File: src/design/odo_pkg.sv
// shared widths, register codes, sequencer states and divider request type for the odometry block
package odo_pkg;

  localparam int CountW   = 32;
  localparam int PowW     = 8;
  localparam int TickW    = 20;
  localparam int AccW     = 48;
  localparam int TurnW    = 16;
  localparam int CoefW    = 32;
  localparam int WinW     = 16;
  localparam int CfgIdxW  = 8;
  localparam int CfgDataW = 32;

  // turn ratio divider: |power difference| * 100 over |larger power|
  localparam int DivNumW = 15;
  localparam int DivDenW = 8;

  // wheel travel multiply: 33-bit magnitude split into two halves
  localparam int MagW   = 33;
  localparam int MulLoW = 17;
  localparam int MulHiW = MagW - MulLoW;
  localparam int ProdW  = MagW + CoefW;

  localparam logic [CoefW-1:0] MM_PER_COUNT_RST = 32'd57191;
  localparam logic [CoefW-1:0] DEG_PER_DIFF_RST = 32'd22599;
  localparam logic [TickW-1:0] TICK_LIMIT_RST   = 20'd480000;
  localparam logic [WinW-1:0]  SPEED_WINDOW_RST = 16'd20;

  localparam logic [CfgIdxW-1:0] CFG_MM_PER_COUNT = 8'd0;
  localparam logic [CfgIdxW-1:0] CFG_DEG_PER_DIFF = 8'd1;
  localparam logic [CfgIdxW-1:0] CFG_TICK_LIMIT   = 8'd2;
  localparam logic [CfgIdxW-1:0] CFG_SPEED_WINDOW = 8'd3;

  localparam logic KIND_TICK    = 1'b0;
  localparam logic KIND_RESTART = 1'b1;

  typedef enum logic [2:0] {
    ST_IDLE,
    ST_PREP,
    ST_MLO,
    ST_MHI,
    ST_ACC,
    ST_SPD,
    ST_FIN
  } odo_state_t;

  typedef struct packed {
    logic               start;
    logic [DivNumW-1:0] num;
    logic [DivDenW-1:0] den;
  } div_req_t;

endpackage

File: src/design/odo_if.sv
// valid/ready channel interfaces for input words, result words and register writes
interface odo_in_if;
  logic                               valid;
  logic                               ready;
  logic                               kind;
  logic signed [odo_pkg::CountW-1:0]  left_count;
  logic signed [odo_pkg::CountW-1:0]  right_count;
  logic signed [odo_pkg::PowW-1:0]    left_power;
  logic signed [odo_pkg::PowW-1:0]    right_power;

  modport source (output valid, kind, left_count, right_count, left_power, right_power,
                  input ready);
  modport sink   (input valid, kind, left_count, right_count, left_power, right_power,
                  output ready);
endinterface

interface odo_out_if;
  logic                               valid;
  logic                               ready;
  logic        [odo_pkg::TickW-1:0]   elapsed_ticks;
  logic signed [odo_pkg::AccW-1:0]    distance_q16;
  logic signed [odo_pkg::AccW-1:0]    heading_q16;
  logic signed [odo_pkg::AccW-1:0]    speed_q16;
  logic signed [odo_pkg::CountW-1:0]  left_delta;
  logic signed [odo_pkg::CountW-1:0]  right_delta;
  logic signed [odo_pkg::PowW-1:0]    drive_power;
  logic signed [odo_pkg::TurnW-1:0]   turn_ratio;

  modport source (output valid, elapsed_ticks, distance_q16, heading_q16, speed_q16,
                  left_delta, right_delta, drive_power, turn_ratio, input ready);
  modport sink   (input valid, elapsed_ticks, distance_q16, heading_q16, speed_q16,
                  left_delta, right_delta, drive_power, turn_ratio, output ready);
endinterface

interface odo_cfg_if;
  logic                            valid;
  logic                            ready;
  logic [odo_pkg::CfgIdxW-1:0]     index;
  logic [odo_pkg::CfgDataW-1:0]    data;

  modport source (output valid, index, data, input ready);
  modport sink   (input valid, index, data, output ready);
endinterface

File: src/design/odo_div.sv
// iterative restoring divider, one quotient bit per cycle, for the turn ratio
module odo_div (
  input  logic                        clk,
  input  logic                        rst_n,
  input  odo_pkg::div_req_t           req,
  output logic                        busy,
  output logic [odo_pkg::DivNumW-1:0] quot
);

  localparam int NumW = odo_pkg::DivNumW;
  localparam int DenW = odo_pkg::DivDenW;
  localparam int CntW = $clog2(NumW);

  logic            busy_r;
  logic [CntW-1:0] cnt_r;
  logic [DenW-1:0] rem_r;
  logic [DenW-1:0] den_r;
  logic [NumW-1:0] quo_r;

  logic [DenW:0]   trial;
  logic            fits;
  logic [DenW:0]   trial_sub;

  assign trial     = {rem_r, quo_r[NumW-1]};
  assign fits      = trial >= {1'b0, den_r};
  assign trial_sub = trial - {1'b0, den_r};

  always_ff @(posedge clk) begin
    if (!rst_n) begin
      busy_r <= 1'b0;
      cnt_r  <= '0;
    end else if (req.start) begin
      busy_r <= 1'b1;
      cnt_r  <= '0;
    end else if (busy_r) begin
      if (cnt_r == CntW'(NumW - 1)) begin
        busy_r <= 1'b0;
      end
      cnt_r <= cnt_r + 1'b1;
    end
  end

  always_ff @(posedge clk) begin
    if (req.start) begin
      quo_r <= req.num;
      rem_r <= '0;
      den_r <= req.den;
    end else if (busy_r) begin
      rem_r <= fits ? trial_sub[DenW-1:0] : trial[DenW-1:0];
      quo_r <= {quo_r[NumW-2:0], fits};
    end
  end

  assign busy = busy_r;
  assign quot = quo_r;

endmodule

File: src/design/differential_wheel_odometry.sv
// top level of the differential-drive wheel odometry block
// One input word is taken at a time. A tick word runs through a short sequencer that uses one
// shared 17 x 32 multiplier four times (low and high halves of the wheel-sum magnitude times
// mm_per_count, then of the wheel-difference magnitude times deg_per_diff), adds each
// scaled increment into its saturating 48-bit accumulator and then checks the speed window.
// The turn ratio comes from a restoring divider that starts when the word is accepted and
// delivers one quotient bit per cycle; its 15 steps set the pace. The result word is loaded
// into the output register from the finishing step once the divider is done, tick and restart
// alike, and the next word can be accepted the cycle after the load. The result sits in an
// output register, so the next word is taken while an earlier result still waits on
// out_ch.ready; a word that finishes while that register is still full holds in its last
// step, with the input not ready, until out_ch.ready frees the register.
// Register writes are always accepted (cfg_ch.ready is tied high) and are meant to arrive only
// while the block is idle; indexes past the last register are ignored.
module differential_wheel_odometry (
  input  logic      clk,
  input  logic      rst_n,
  odo_in_if.sink    in_ch,
  odo_out_if.source out_ch,
  odo_cfg_if.sink   cfg_ch
);

  localparam int CountW = odo_pkg::CountW;
  localparam int PowW   = odo_pkg::PowW;
  localparam int TickW  = odo_pkg::TickW;
  localparam int AccW   = odo_pkg::AccW;
  localparam int TurnW  = odo_pkg::TurnW;
  localparam int CoefW  = odo_pkg::CoefW;
  localparam int WinW   = odo_pkg::WinW;
  localparam int MagW   = odo_pkg::MagW;
  localparam int MulLoW = odo_pkg::MulLoW;
  localparam int ProdW  = odo_pkg::ProdW;
  localparam int NumW   = odo_pkg::DivNumW;
  localparam int DenW   = odo_pkg::DivDenW;
  localparam int MpW    = MulLoW + CoefW;

  localparam logic signed [AccW:0] SAT_HI = {2'b00, {(AccW-1){1'b1}}};
  localparam logic signed [AccW:0] SAT_LO = {2'b11, {(AccW-1){1'b0}}};
  localparam logic [ProdW-1:0]     MAG_CAP = ProdW'(1) << (AccW - 1);

  // clamp a 49-bit signed value into the signed 48-bit range
  function automatic logic [AccW-1:0] clamp48(input logic signed [AccW:0] v);
    logic [AccW-1:0] res;
    if (v > SAT_HI) begin
      res = SAT_HI[AccW-1:0];
    end else if (v < SAT_LO) begin
      res = SAT_LO[AccW-1:0];
    end else begin
      res = v[AccW-1:0];
    end
    return res;
  endfunction

  // configuration registers
  logic [CoefW-1:0] mm_per_count_r;
  logic [CoefW-1:0] deg_per_diff_r;
  logic [TickW-1:0] tick_limit_r;
  logic [WinW-1:0]  speed_window_r;

  // odometry state
  logic [CountW-1:0] prev_left_r;
  logic [CountW-1:0] prev_right_r;
  logic [TickW-1:0]  tick_r;
  logic [AccW-1:0]   dist_r;
  logic [AccW-1:0]   head_r;
  logic [AccW-1:0]   speed_r;
  logic [TickW-1:0]  wst_r;
  logic [AccW-1:0]   wsd_r;

  // per-word working registers
  logic [CountW-1:0] dl_r;
  logic [CountW-1:0] dr_r;
  logic [MagW-1:0]   mag_s_r;
  logic [MagW-1:0]   mag_d_r;
  logic              neg_s_r;
  logic              neg_d_r;
  logic              sel_h_r;
  logic [ProdW-1:0]  prod_r;
  logic [PowW-1:0]   pw_r;
  logic              tneg_r;
  logic              pzero_r;

  // sequencer
  odo_pkg::odo_state_t state_r, state_nxt;
  logic in_ready;
  logic in_acc;
  logic out_load;

  // output register
  logic              out_valid_r;
  logic [TickW-1:0]  out_tick_r;
  logic [AccW-1:0]   out_dist_r;
  logic [AccW-1:0]   out_head_r;
  logic [AccW-1:0]   out_speed_r;
  logic [CountW-1:0] out_dl_r;
  logic [CountW-1:0] out_dr_r;
  logic [PowW-1:0]   out_pw_r;
  logic [TurnW-1:0]  out_turn_r;

  // divider
  odo_pkg::div_req_t div_req;
  logic              div_busy;
  logic [NumW-1:0]   div_quot;

  // power compare, done on the incoming word
  logic signed [PowW:0] pdiff;
  logic [PowW-1:0]      pw_sel;
  logic [PowW:0]        pdiff_abs;
  logic [PowW:0]        pw_abs;
  logic                 tneg;

  // wheel sum and difference
  logic signed [MagW:0] wsum;
  logic signed [MagW:0] wdif;
  logic [MagW:0]        wsum_abs;
  logic [MagW:0]        wdif_abs;

  // shared multiplier
  logic [MagW-1:0]   mag_sel;
  logic [CoefW-1:0]  coef_sel;
  logic [MulLoW-1:0] mul_a;
  logic [MpW-1:0]    mp;

  // accumulate step
  logic [ProdW-1:0]      scaled;
  logic [AccW-1:0]       mag_cap;
  logic signed [AccW:0]  inc_raw;
  logic [AccW-1:0]       inc;
  logic signed [AccW:0]  acc_sum;
  logic [AccW-1:0]       acc_sel;

  // speed window
  logic [TickW-1:0]     span;
  logic signed [AccW:0] speed_diff;

  logic [TurnW-1:0] turn_val;

  assign in_acc = in_ch.valid && in_ready;
  assign in_ch.ready  = in_ready;
  assign cfg_ch.ready = 1'b1;

  // larger power wins, left on a tie; turn is negative when the sign of the larger power
  // disagrees with the direction of the difference
  always_comb begin
    pdiff     = {in_ch.left_power[PowW-1], in_ch.left_power}
              - {in_ch.right_power[PowW-1], in_ch.right_power};
    pw_sel    = (pdiff >= 0) ? in_ch.left_power : in_ch.right_power;
    pdiff_abs = pdiff[PowW] ? (PowW+1)'(-pdiff) : pdiff;
    pw_abs    = pw_sel[PowW-1] ? (PowW+1)'(-{1'b1, pw_sel}) : {1'b0, pw_sel};
    tneg      = (pdiff > 0) ? pw_sel[PowW-1] : (!pw_sel[PowW-1] && (pw_sel != '0));
  end

  always_comb begin
    div_req.start = in_acc;
    div_req.num   = NumW'(pdiff_abs[PowW-1:0]) * NumW'(100);
    div_req.den   = pw_abs[DenW-1:0];
  end

  odo_div u_div (
    .clk  (clk),
    .rst_n(rst_n),
    .req  (div_req),
    .busy (div_busy),
    .quot (div_quot)
  );

  // sign-extended sum and difference of the wheel deltas
  always_comb begin
    wsum     = (MagW+1)'($signed(dl_r)) + (MagW+1)'($signed(dr_r));
    wdif     = (MagW+1)'($signed(dl_r)) - (MagW+1)'($signed(dr_r));
    wsum_abs = wsum[MagW] ? (MagW+1)'(-wsum) : wsum;
    wdif_abs = wdif[MagW] ? (MagW+1)'(-wdif) : wdif;
  end

  // shared multiplier, low half then high half of the selected magnitude
  always_comb begin
    mag_sel  = sel_h_r ? mag_d_r : mag_s_r;
    coef_sel = sel_h_r ? deg_per_diff_r : mm_per_count_r;
    mul_a    = (state_r == odo_pkg::ST_MHI) ? MulLoW'(mag_sel[MagW-1:MulLoW])
                                            : mag_sel[MulLoW-1:0];
    mp       = MpW'(mul_a) * MpW'(coef_sel);
  end

  // distance halves the product; magnitude capped at 2^47 before the sign goes back on
  always_comb begin
    scaled  = sel_h_r ? prod_r : (prod_r >> 1);
    mag_cap = (scaled > MAG_CAP) ? MAG_CAP[AccW-1:0] : scaled[AccW-1:0];
    inc_raw = (sel_h_r ? neg_d_r : neg_s_r) ? -$signed({1'b0, mag_cap})
                                             : $signed({1'b0, mag_cap});
    inc     = clamp48(inc_raw);
    acc_sel = sel_h_r ? head_r : dist_r;
    acc_sum = $signed({acc_sel[AccW-1], acc_sel}) + $signed({inc[AccW-1], inc});
  end

  always_comb begin
    span       = tick_r - wst_r;
    speed_diff = $signed({dist_r[AccW-1], dist_r}) - $signed({wsd_r[AccW-1], wsd_r});
  end

  always_comb begin
    if (pzero_r) begin
      turn_val = '0;
    end else if (tneg_r) begin
      turn_val = TurnW'(-{1'b0, div_quot});
    end else begin
      turn_val = TurnW'(div_quot);
    end
  end

  // sequencer
  always_ff @(posedge clk) begin
    if (!rst_n) begin
      state_r <= odo_pkg::ST_IDLE;
    end else begin
      state_r <= state_nxt;
    end
  end

  always_comb begin
    state_nxt = state_r;
    in_ready  = 1'b0;
    out_load  = 1'b0;
    case (state_r)
      odo_pkg::ST_IDLE: begin
        in_ready = 1'b1;
        if (in_ch.valid) begin
          state_nxt = (in_ch.kind == odo_pkg::KIND_RESTART) ? odo_pkg::ST_FIN
                                                            : odo_pkg::ST_PREP;
        end
      end
      odo_pkg::ST_PREP: state_nxt = odo_pkg::ST_MLO;
      odo_pkg::ST_MLO:  state_nxt = odo_pkg::ST_MHI;
      odo_pkg::ST_MHI:  state_nxt = odo_pkg::ST_ACC;
      odo_pkg::ST_ACC:  state_nxt = sel_h_r ? odo_pkg::ST_SPD : odo_pkg::ST_MLO;
      odo_pkg::ST_SPD:  state_nxt = odo_pkg::ST_FIN;
      odo_pkg::ST_FIN: begin
        // wait for the divider and a free output register
        if (!div_busy && (!out_valid_r || out_ch.ready)) begin
          out_load  = 1'b1;
          state_nxt = odo_pkg::ST_IDLE;
        end
      end
      default: state_nxt = odo_pkg::ST_IDLE;
    endcase
  end

  // configuration registers
  always_ff @(posedge clk) begin
    if (!rst_n) begin
      mm_per_count_r <= odo_pkg::MM_PER_COUNT_RST;
      deg_per_diff_r <= odo_pkg::DEG_PER_DIFF_RST;
      tick_limit_r   <= odo_pkg::TICK_LIMIT_RST;
      speed_window_r <= odo_pkg::SPEED_WINDOW_RST;
    end else if (cfg_ch.valid) begin
      case (cfg_ch.index)
        odo_pkg::CFG_MM_PER_COUNT: mm_per_count_r <= cfg_ch.data;
        odo_pkg::CFG_DEG_PER_DIFF: deg_per_diff_r <= cfg_ch.data;
        odo_pkg::CFG_TICK_LIMIT:   tick_limit_r   <= cfg_ch.data[TickW-1:0];
        odo_pkg::CFG_SPEED_WINDOW: speed_window_r <= cfg_ch.data[WinW-1:0];
        default: ;
      endcase
    end
  end

  // odometry state: baseline, tick count, accumulators and speed window
  always_ff @(posedge clk) begin
    if (!rst_n) begin
      prev_left_r  <= '0;
      prev_right_r <= '0;
      tick_r       <= '0;
      dist_r       <= '0;
      head_r       <= '0;
      speed_r      <= '0;
      wst_r        <= '0;
      wsd_r        <= '0;
    end else begin
      if (in_acc) begin
        prev_left_r  <= in_ch.left_count;
        prev_right_r <= in_ch.right_count;
        if (in_ch.kind == odo_pkg::KIND_RESTART) begin
          tick_r  <= '0;
          dist_r  <= '0;
          head_r  <= '0;
          speed_r <= '0;
          wst_r   <= '0;
          wsd_r   <= '0;
        end else if (tick_r < tick_limit_r) begin
          tick_r <= tick_r + 1'b1;
        end
      end
      if (state_r == odo_pkg::ST_ACC) begin
        if (sel_h_r) begin
          head_r <= clamp48(acc_sum);
        end else begin
          dist_r <= clamp48(acc_sum);
        end
      end
      if (state_r == odo_pkg::ST_SPD && span >= TickW'(speed_window_r)) begin
        speed_r <= clamp48(speed_diff);
        wst_r   <= tick_r;
        wsd_r   <= dist_r;
      end
    end
  end

  // per-word datapath
  always_ff @(posedge clk) begin
    if (in_acc) begin
      if (in_ch.kind == odo_pkg::KIND_RESTART) begin
        dl_r <= '0;
        dr_r <= '0;
      end else begin
        dl_r <= in_ch.left_count - prev_left_r;
        dr_r <= in_ch.right_count - prev_right_r;
      end
      pw_r    <= pw_sel;
      tneg_r  <= tneg;
      pzero_r <= (pw_sel == '0);
      sel_h_r <= 1'b0;
    end
    if (state_r == odo_pkg::ST_PREP) begin
      mag_s_r <= wsum_abs[MagW-1:0];
      mag_d_r <= wdif_abs[MagW-1:0];
      neg_s_r <= wsum[MagW];
      neg_d_r <= wdif[MagW];
    end
    if (state_r == odo_pkg::ST_MLO) begin
      prod_r <= ProdW'(mp);
    end
    if (state_r == odo_pkg::ST_MHI) begin
      prod_r <= prod_r + (ProdW'(mp) << MulLoW);
    end
    if (state_r == odo_pkg::ST_ACC) begin
      sel_h_r <= 1'b1;
    end
  end

  // output register
  always_ff @(posedge clk) begin
    if (!rst_n) begin
      out_valid_r <= 1'b0;
    end else if (out_load) begin
      out_valid_r <= 1'b1;
    end else if (out_ch.ready) begin
      out_valid_r <= 1'b0;
    end
  end

  always_ff @(posedge clk) begin
    if (out_load) begin
      out_tick_r  <= tick_r;
      out_dist_r  <= dist_r;
      out_head_r  <= head_r;
      out_speed_r <= speed_r;
      out_dl_r    <= dl_r;
      out_dr_r    <= dr_r;
      out_pw_r    <= pw_r;
      out_turn_r  <= turn_val;
    end
  end

  assign out_ch.valid         = out_valid_r;
  assign out_ch.elapsed_ticks = out_tick_r;
  assign out_ch.distance_q16  = out_dist_r;
  assign out_ch.heading_q16   = out_head_r;
  assign out_ch.speed_q16     = out_speed_r;
  assign out_ch.left_delta    = out_dl_r;
  assign out_ch.right_delta   = out_dr_r;
  assign out_ch.drive_power   = out_pw_r;
  assign out_ch.turn_ratio    = out_turn_r;

  // a word in flight blocks the input until its result is loaded
  a_busy_after_accept: assert property (@(posedge clk) disable iff (!rst_n)
    in_acc |=> !in_ch.ready)
    else $error("input ready while a word is in flight");

  // a result only appears from the finishing step
  a_out_from_fin: assert property (@(posedge clk) disable iff (!rst_n)
    $rose(out_valid_r) |-> $past(state_r == odo_pkg::ST_FIN))
    else $error("result word raised outside the finishing step");

  // a restart clears the counter and accumulators
  a_restart_clears: assert property (@(posedge clk) disable iff (!rst_n)
    (in_acc && in_ch.kind == odo_pkg::KIND_RESTART) |=>
      (tick_r == '0 && dist_r == '0 && head_r == '0 && speed_r == '0))
    else $error("restart left odometry state uncleared");

  // the result is never loaded while the divider still iterates
  a_div_done_on_load: assert property (@(posedge clk) disable iff (!rst_n)
    $rose(out_valid_r) |-> $past(!div_busy))
    else $error("result loaded before the turn ratio was ready");

endmodule

File: src/flat_wrapper.sv
// flat-port wrapper written by rule: the top's interface ports become plain ports
module differential_wheel_odometry_flat 
  (clk, rst_n, in_ch_valid, in_ch_kind, in_ch_left_count, in_ch_right_count, in_ch_left_power, in_ch_right_power, in_ch_ready, out_ch_valid, out_ch_elapsed_ticks, out_ch_distance_q16, out_ch_heading_q16, out_ch_speed_q16, out_ch_left_delta, out_ch_right_delta, out_ch_drive_power, out_ch_turn_ratio, out_ch_ready, cfg_ch_valid, cfg_ch_index, cfg_ch_data, cfg_ch_ready);
  odo_in_if in_ch_i ();
  odo_out_if out_ch_i ();
  odo_cfg_if cfg_ch_i ();
  input  logic clk;
  input  logic rst_n;
  input wire logic [$bits(in_ch_i.valid)-1:0] in_ch_valid;
  input wire logic [$bits(in_ch_i.kind)-1:0] in_ch_kind;
  input wire logic [$bits(in_ch_i.left_count)-1:0] in_ch_left_count;
  input wire logic [$bits(in_ch_i.right_count)-1:0] in_ch_right_count;
  input wire logic [$bits(in_ch_i.left_power)-1:0] in_ch_left_power;
  input wire logic [$bits(in_ch_i.right_power)-1:0] in_ch_right_power;
  output wire logic [$bits(in_ch_i.ready)-1:0] in_ch_ready;
  output wire logic [$bits(out_ch_i.valid)-1:0] out_ch_valid;
  output wire logic [$bits(out_ch_i.elapsed_ticks)-1:0] out_ch_elapsed_ticks;
  output wire logic [$bits(out_ch_i.distance_q16)-1:0] out_ch_distance_q16;
  output wire logic [$bits(out_ch_i.heading_q16)-1:0] out_ch_heading_q16;
  output wire logic [$bits(out_ch_i.speed_q16)-1:0] out_ch_speed_q16;
  output wire logic [$bits(out_ch_i.left_delta)-1:0] out_ch_left_delta;
  output wire logic [$bits(out_ch_i.right_delta)-1:0] out_ch_right_delta;
  output wire logic [$bits(out_ch_i.drive_power)-1:0] out_ch_drive_power;
  output wire logic [$bits(out_ch_i.turn_ratio)-1:0] out_ch_turn_ratio;
  input wire logic [$bits(out_ch_i.ready)-1:0] out_ch_ready;
  input wire logic [$bits(cfg_ch_i.valid)-1:0] cfg_ch_valid;
  input wire logic [$bits(cfg_ch_i.index)-1:0] cfg_ch_index;
  input wire logic [$bits(cfg_ch_i.data)-1:0] cfg_ch_data;
  output wire logic [$bits(cfg_ch_i.ready)-1:0] cfg_ch_ready;
  assign in_ch_i.valid = in_ch_valid;
  assign in_ch_i.kind = in_ch_kind;
  assign in_ch_i.left_count = in_ch_left_count;
  assign in_ch_i.right_count = in_ch_right_count;
  assign in_ch_i.left_power = in_ch_left_power;
  assign in_ch_i.right_power = in_ch_right_power;
  assign in_ch_ready = in_ch_i.ready;
  assign out_ch_valid = out_ch_i.valid;
  assign out_ch_elapsed_ticks = out_ch_i.elapsed_ticks;
  assign out_ch_distance_q16 = out_ch_i.distance_q16;
  assign out_ch_heading_q16 = out_ch_i.heading_q16;
  assign out_ch_speed_q16 = out_ch_i.speed_q16;
  assign out_ch_left_delta = out_ch_i.left_delta;
  assign out_ch_right_delta = out_ch_i.right_delta;
  assign out_ch_drive_power = out_ch_i.drive_power;
  assign out_ch_turn_ratio = out_ch_i.turn_ratio;
  assign out_ch_i.ready = out_ch_ready;
  assign cfg_ch_i.valid = cfg_ch_valid;
  assign cfg_ch_i.index = cfg_ch_index;
  assign cfg_ch_i.data = cfg_ch_data;
  assign cfg_ch_ready = cfg_ch_i.ready;
  differential_wheel_odometry u_core (.clk(clk), .rst_n(rst_n), .in_ch(in_ch_i), .out_ch(out_ch_i), .cfg_ch(cfg_ch_i));
endmodule
File: config.mk
export PLATFORM = sky130hd
export DESIGN_NAME = differential_wheel_odometry_flat
export DESIGN_NICKNAME = d
export VERILOG_FILES = /design/src/design/odo_pkg.sv /design/src/design/odo_if.sv /design/src/design/odo_div.sv /design/src/design/differential_wheel_odometry.sv /design/src/flat_wrapper.sv
export SDC_FILE = /design/constraint.sdc
export NUM_CORES = 2
export LEC_CHECK = 0
export ABC_AREA = 1
export BUFFER_PORTS_ARGS = -buffer_cell sky130_fd_sc_hd__buf_2
export CAP_MARGIN = 15
export CORE_UTILIZATION = 65
export CTS_CLUSTER_DIAMETER = 100
export DETAILED_ROUTE_END_ITERATION = 6
export PLACE_DENSITY = 0.95
export SLEW_MARGIN = 40
export SYNTH_ARGS = -nofsm -noshare
export SYNTH_HDL_FRONTEND = slang
export SYNTH_HIERARCHICAL = 1
export SYNTH_SLANG_ARGS = --single-unit
File: constraint.sdc
create_clock -name clk -period 59.8 [get_ports clk]
set_clock_uncertainty 0.1 [all_clocks]
set_input_delay 2.99 -clock clk [delete_from_list [all_inputs] [get_ports clk]]
set_output_delay 2.99 -clock clk [all_outputs]
set_load 0.05 [all_outputs]
# [Yosys cells after proc, flatten, opt, wreduce, memory -nomap -nowiden]
# Index checks and enable logic that the tools add are counted.
[classes] addsub=18 n_mul=2 order_cmp=12 n_eq_ne=12 mux=56 bitwise=2 n_reduce_logical=27
[op_table] op="$mux 48" n=20
[op_table] op="$mux 65" n=3
[op_table] op="$gt 49x48->1 const B" n=3
[op_table] op="$lt 49x48->1 const B" n=3
[op_table] op="$mux 20" n=5
[op_table] op="$mux 33" n=3
[op_table] op="$neg 33->33" n=2
[op_table] op="$add 65x65->65" n=1
[op_table] op="$gt 65x48->1 const B" n=1
[op_table] op="$sub 32x32->32" n=2
[op_table] op="$add 48x48->49" n=1
[op_table] op="$mul 17x32->49" n=1
[op_table] op="$mux 49" n=1
[op_table] op="$neg 48->49" n=1
[op_table] op="$sub 48x48->49" n=1
[op_table] op="$mux 15" n=3
[op_table] op="$add 32x32->33" n=1
[op_table] op="$sub 32x32->33" n=1
[op_table] op="$mux 32" n=1
[op_table] op="$mux 8" n=3
[op_table] op="$pmux 3 s7" n=1
[op_table] op="$add 20x1->20 const B" n=1
[op_table] op="$ge 20x16->1" n=1
[op_table] op="$lt 20x20->1" n=1
[op_table] op="32 further kinds" n=68
[word_totals] regBits=896 in_bits=126 out_inout_bits=255 word_cells=170

# [Logic depth before layout (Yosys ltp)]
[logic_depth] word_depth=14 ltp_mapped=58 ltp_nobuf=54

# [By module]
# The synthesis kept the hierarchy.
[by_module_without_submodules] mod="differential_wheel_odometry" n_inst=1 cells_per_inst=9124 area_each_um2=70286.2 seq_area_each_um2=21780.9
[by_module_without_submodules] mod="odo_div" n_inst=1 cells_per_inst=235 area_each_um2=1956.9 seq_area_each_um2=950.9

# [Worst setup path before layout]
# No wires, ideal clock.
[synth_timing] path_kind="input to register" from="in out_ch_ready" to="reg u_core.out_dist_r[0], in the netlist u_core/out_ch.distance_q16[0], enable pin" setup_time_ps=1486 arrival_ps=27030 required_ps=58214 path_slack_ps=31184 stages=3 n_path_buf=0 cell_sequence="nor2_1 -> or2_2 -> nor4_1"
[synth_between] elab_chain_len=4
[synth_rtl] item="start: declaration" line_no="flat_wrapper.sv:25" text="input wire logic [$bits(out_ch_i.ready)-1:0] out_ch_ready;"
[synth_rtl] item="$logic_or 1x1->1" line_no="differential_wheel_odometry.sv:238" text="if (!div_busy && (!out_valid_r || out_ch.ready)) begin"
[synth_rtl] item="$logic_and 1x1->1" line_no="differential_wheel_odometry.sv:238"
[synth_rtl] item="$mux 1" line_no="differential_wheel_odometry.sv:238"
[synth_rtl] item="$mux 1" line_no="differential_wheel_odometry.sv:223" text="case (state_r)"
[synth_rtl] item="named net u_core.out_load" line_no="differential_wheel_odometry.sv:87" text="logic out_load;"
[synth_rtl] item="end signal: assignment" line_no="differential_wheel_odometry.sv:352" text="out_dist_r <= dist_r;"
[synth_rtl] item="end: declaration" line_no="differential_wheel_odometry.sv:92" text="logic [AccW-1:0] out_dist_r;"
# The timed path passes the listed nets, and every way through them passes these cells.
# A chain may end at the register's enable or synchronous reset.

# [Final worst setup path]
[layout_timing] from="reg u_core.state_r[1]" to="reg u_core.prod_r[64] (data pin)"
[layout_between] elab_chain_len=5
[layout_rtl] item="start: declaration" line_no="differential_wheel_odometry.sv:84" text="odo_pkg::odo_state_t state_r, state_nxt;"
[layout_rtl] item="start signal: assignment" line_no="differential_wheel_odometry.sv:213" text="state_r <= odo_pkg::ST_IDLE;"
[layout_rtl] item="start signal: assignment" line_no="differential_wheel_odometry.sv:215" text="state_r <= state_nxt;"
[layout_rtl] item="$eq 3x2->1 (*)" line_no="differential_wheel_odometry.sv:179, differential_wheel_odometry.sv:330"
[layout_rtl] item="$mux 17" line_no="differential_wheel_odometry.sv:179" text="mul_a = (state_r == odo_pkg::ST_MHI) ? MulLoW'(mag_sel[MagW-1:MulLoW])"
[layout_rtl] item="$mul 17x32->49" line_no="differential_wheel_odometry.sv:181" text="mp = MpW'(mul_a) * MpW'(coef_sel);"
[layout_rtl] item="$add 65x65->65" line_no="differential_wheel_odometry.sv:331" text="prod_r <= prod_r + (ProdW'(mp) << MulLoW);"
[layout_rtl] item="$mux 65 (*)" line_no="differential_wheel_odometry.sv:330" text="if (state_r == odo_pkg::ST_MHI) begin"
[layout_rtl] item="end signal: assignment" line_no="differential_wheel_odometry.sv:328" text="prod_r <= ProdW'(mp);"
[layout_rtl] item="end signal: assignment" line_no="differential_wheel_odometry.sv:331"
[layout_rtl] item="end: declaration" line_no="differential_wheel_odometry.sv:78" text="logic [ProdW-1:0] prod_r;"
# Mark *: on every way between the ends. The rest lies on a longest branch, timed or not.

==> run_results.csv <==
group,metric,value,unit
clock_network,cts_sinks,895,
layout,layout_commonest_cell,"nand2_1",
route,drc,0,
min_path,hold_start,"u_core/pw_r[0]",
timing,hold_viol,0,
floorplanning,io-pin-count,381,
global_route,grt_overflow,0,
route,wl,225,mm
floorplanning,fp.dieW,335,um
flow_run,drv_cap,0,
synthesis,syn-mean-instance-area,7.72,um2
synthesis,synth_edf_count,481,
synthesis,synth_seq_area_share,31.5,%
global_route,grt_pass1_vias,65500,
clock_network,cts_buffer_depth,3,
timing,rsz0062_at_grt,"false",
critical_path,crit_path_max_fanout,66,
route,wl_per_cell,20.2,um
outcome,status,"finished clean",
global_route,grt_max_degree,151,
synthesis,synth_seq_cells,895,
critical_path,endpoint_kind,"flop",
global_route,grt_util_all_layers,39.4,%
critical_path,critPathArrivalTime,12.36,ns
route,vias,67100,
critical_path,rr_startpoint,"u_core/state_r[1]",
clock_network,cts-hold-fix-buffers,0,
floorplanning,rows,121,
global_route,grt_pass1_wl,350,mm
critical_path,cpMostUsedCell,"nand2_1",
clock_network,clock_latency,0.72,ns
route,drt_iter0_drc,8215,
timing,slew_headroom,42.9,%
layout,num-fill-cells,8019,
critical_path,cp.required,60.16,ns
synthesis,async_flop_share,0,%
critical_path,cp-startpoint,"u_core/state_r[1]",
timing,fmax,83.3,MHz
clock_network,htreeDepth,3,
synthesis,syn-cell-area,72200,um2
timing,slew_violations,0,
critical_path,worst_setup_path_start_kind,"flop",
min_path,hold_class,"flop to flop",
clock_network,cts-root-buf,"clkbuf_16",
place,portBuffers,379,
place,hpwlAfterDp,167,mm
route,dr.pass1.iters,7,
clock_network,postCtsResizedCells,0,
timing,setup_tns,0,ns
route,ant_nets,0,
timing,finalSetupViolations,0,
floorplanning,die_area,112000,um2
layout,fin_nets,10600,
timing,post-route-period-util,20.1,%
layout,final_cell_mix,"nand2_1, inv_1, nor2_1",
route,via_per_inst,6.04,
synthesis,syn_inst,9359,
place,place.gp.congestion,1.02,
layout,area_growth,8.67,%
global_route,antenna_found_initial,12,
clock_network,cts_tree,"built",
floorplanning,dieHeight,335,um
timing,tightestPinTransition,0.857,ns
clock_network,cts_buffers,94,
clock_network,postCtsSetupBuffers,0,
floorplanning,initial_core_util,66.0,%
synthesis,ys.warnings.count,6,
timing,period_needed,12.00,ns
floorplanning,placeableCoreArea,109000,um2
clock_network,path_clk_slew,0.06,ns
synthesis,yosysUniqueCellTypes,67,
layout,drive_above_1_share,7.09,%
synthesis,ys.flop_type,"edfxtp_1",
critical_path,cpPeakStageDelay,0.60,ns
critical_path,worstSetupPathType,"flop to flop",
critical_path,critPathSlowestCell,"buf_4",
==> Yosys cell counts, drive strengths merged (6+ instances only) <==
cell	count	area (um2)
o221ai	6	52.6
nor3	79	395
nand3	325	1640
or2	29	181
a21oi	756	3790
a21o	15	113
a211oi	16	120
fa	462	9250
xor2	211	1850
inv	1542	5790
and2	6	37.5
nor3b	8	65.1
a31oi	64	400
o21a	60	450
a21boi	23	176
buf	58	320
nor4	17	121
xnor2	103	902
ha	499	6240
o21ai	825	4130
nor2	835	3150
nand4	48	300
nand2	2011	7590
nand3b	15	113
o21bai	30	225
clkbuf	290	1090
dfxtp	414	8290
o31ai	15	113
edfxtp	481	14400
o311ai	7	68.8
o211ai	71	538
==> sequential cells by signal (all words and copies together), names as in the netlist, 48 cells and up <==
register and count:
u_core/dist_r 48, u_core/head_r 48, u_core/out_ch.distance_q16 48, u_core/out_ch.heading_q16 48
u_core/out_ch.speed_q16 48, u_core/prod_r 65, u_core/speed_r 48, u_core/wsd_r 48
==> path summary, 6_finish.rpt <==
path | end | cells after the start | slack (ns)
hold / removal | u_core/out_ch.drive_power[0] | 0 | 0.32
setup reg to reg | u_core/prod_r[64] | 43 | 47.80
setup / recovery | u_core/prod_r[64] | 43 | 47.80
hold reg to reg | u_core/out_ch.drive_power[0] | 0 | 0.32
==> critical path: cells and delay by family (launching register included) <==
| family | cells | cell delay [ns] |
|---|---|---|
| XOR/XNOR | 1 | 0.20 |
| AND/OR/NAND/NOR | 10 | 1.08 |
| flip-flops | 1 | 0.36 |
| AO/OA/AOI/OAI | 14 | 3.58 |
| adder cells (fa/ha/maj) | 8 | 3.56 |
| buffers and inverters | 10 | 2.84 |
==> layer usage <==
| layer | vias to the layer above | global-route usage, % | share of wire [%] |
|---|---|---|---|
| met5 | - | 0 | 0.047 |
| met4 | 16 | 18.4 | 5.2 |
| met3 | 889 | 9.36 | 12 |
| met2 | 4222 | 64.6 | 46 |
| met1 | 31400 | 49.0 | 37 |
| li1 | 30500 | - | - |
==> through the flow <==
step	cells	hold slack, ns	setup slack, ns	cell area [um2]	util (%)
finish	11100	0.316	47.80	78500	71.7
global route	11100	0.325	47.02	78500	71.7
CTS	11100	0.318	47.96	78500	71.7
detailed placement	10900	0.305	47.96	75300	68.8
global placement	10900	0.303	48.18	75100	68.6
floorplan	9360	0.300	31.18	72200	-
==> final cells by class <==
cell class              count  area (um2)  share of cell area (%)
diodes                      2        5.00                 0.00638
clock buffers             117        2510                    3.20
clock inverters            60         671                   0.854
inverters                1547        5820                    7.41
multi-input cells        6570       42500                    54.2
flip-flops and latches    895       22700                    29.0
well taps                1476        1850                    2.35
repair buffers            434        2390                    3.04
==> logic make-up (layout without fill, tap and decap cells) <==
group / after synthesis / count (layout) / share of synthesized area, %
adders and majority gates: 961 / 961 / 21.4
xor gates and xnor gates: 314 / 314 / 3.81
other: 2 / 5 / 0.0104
DFF: 895 / 895 / 31.5
AOI/OAI and AO/OA: 1912 / 1912 / 14.4
and+or+nand+nor: 3380 / 3380 / 18.9
buffers and inverters: 1895 / 2158 / 9.99
Power is left out: the tool's default activity adds up to more than one toggle a clock period on the data nets, which glitch-free logic cannot reach.
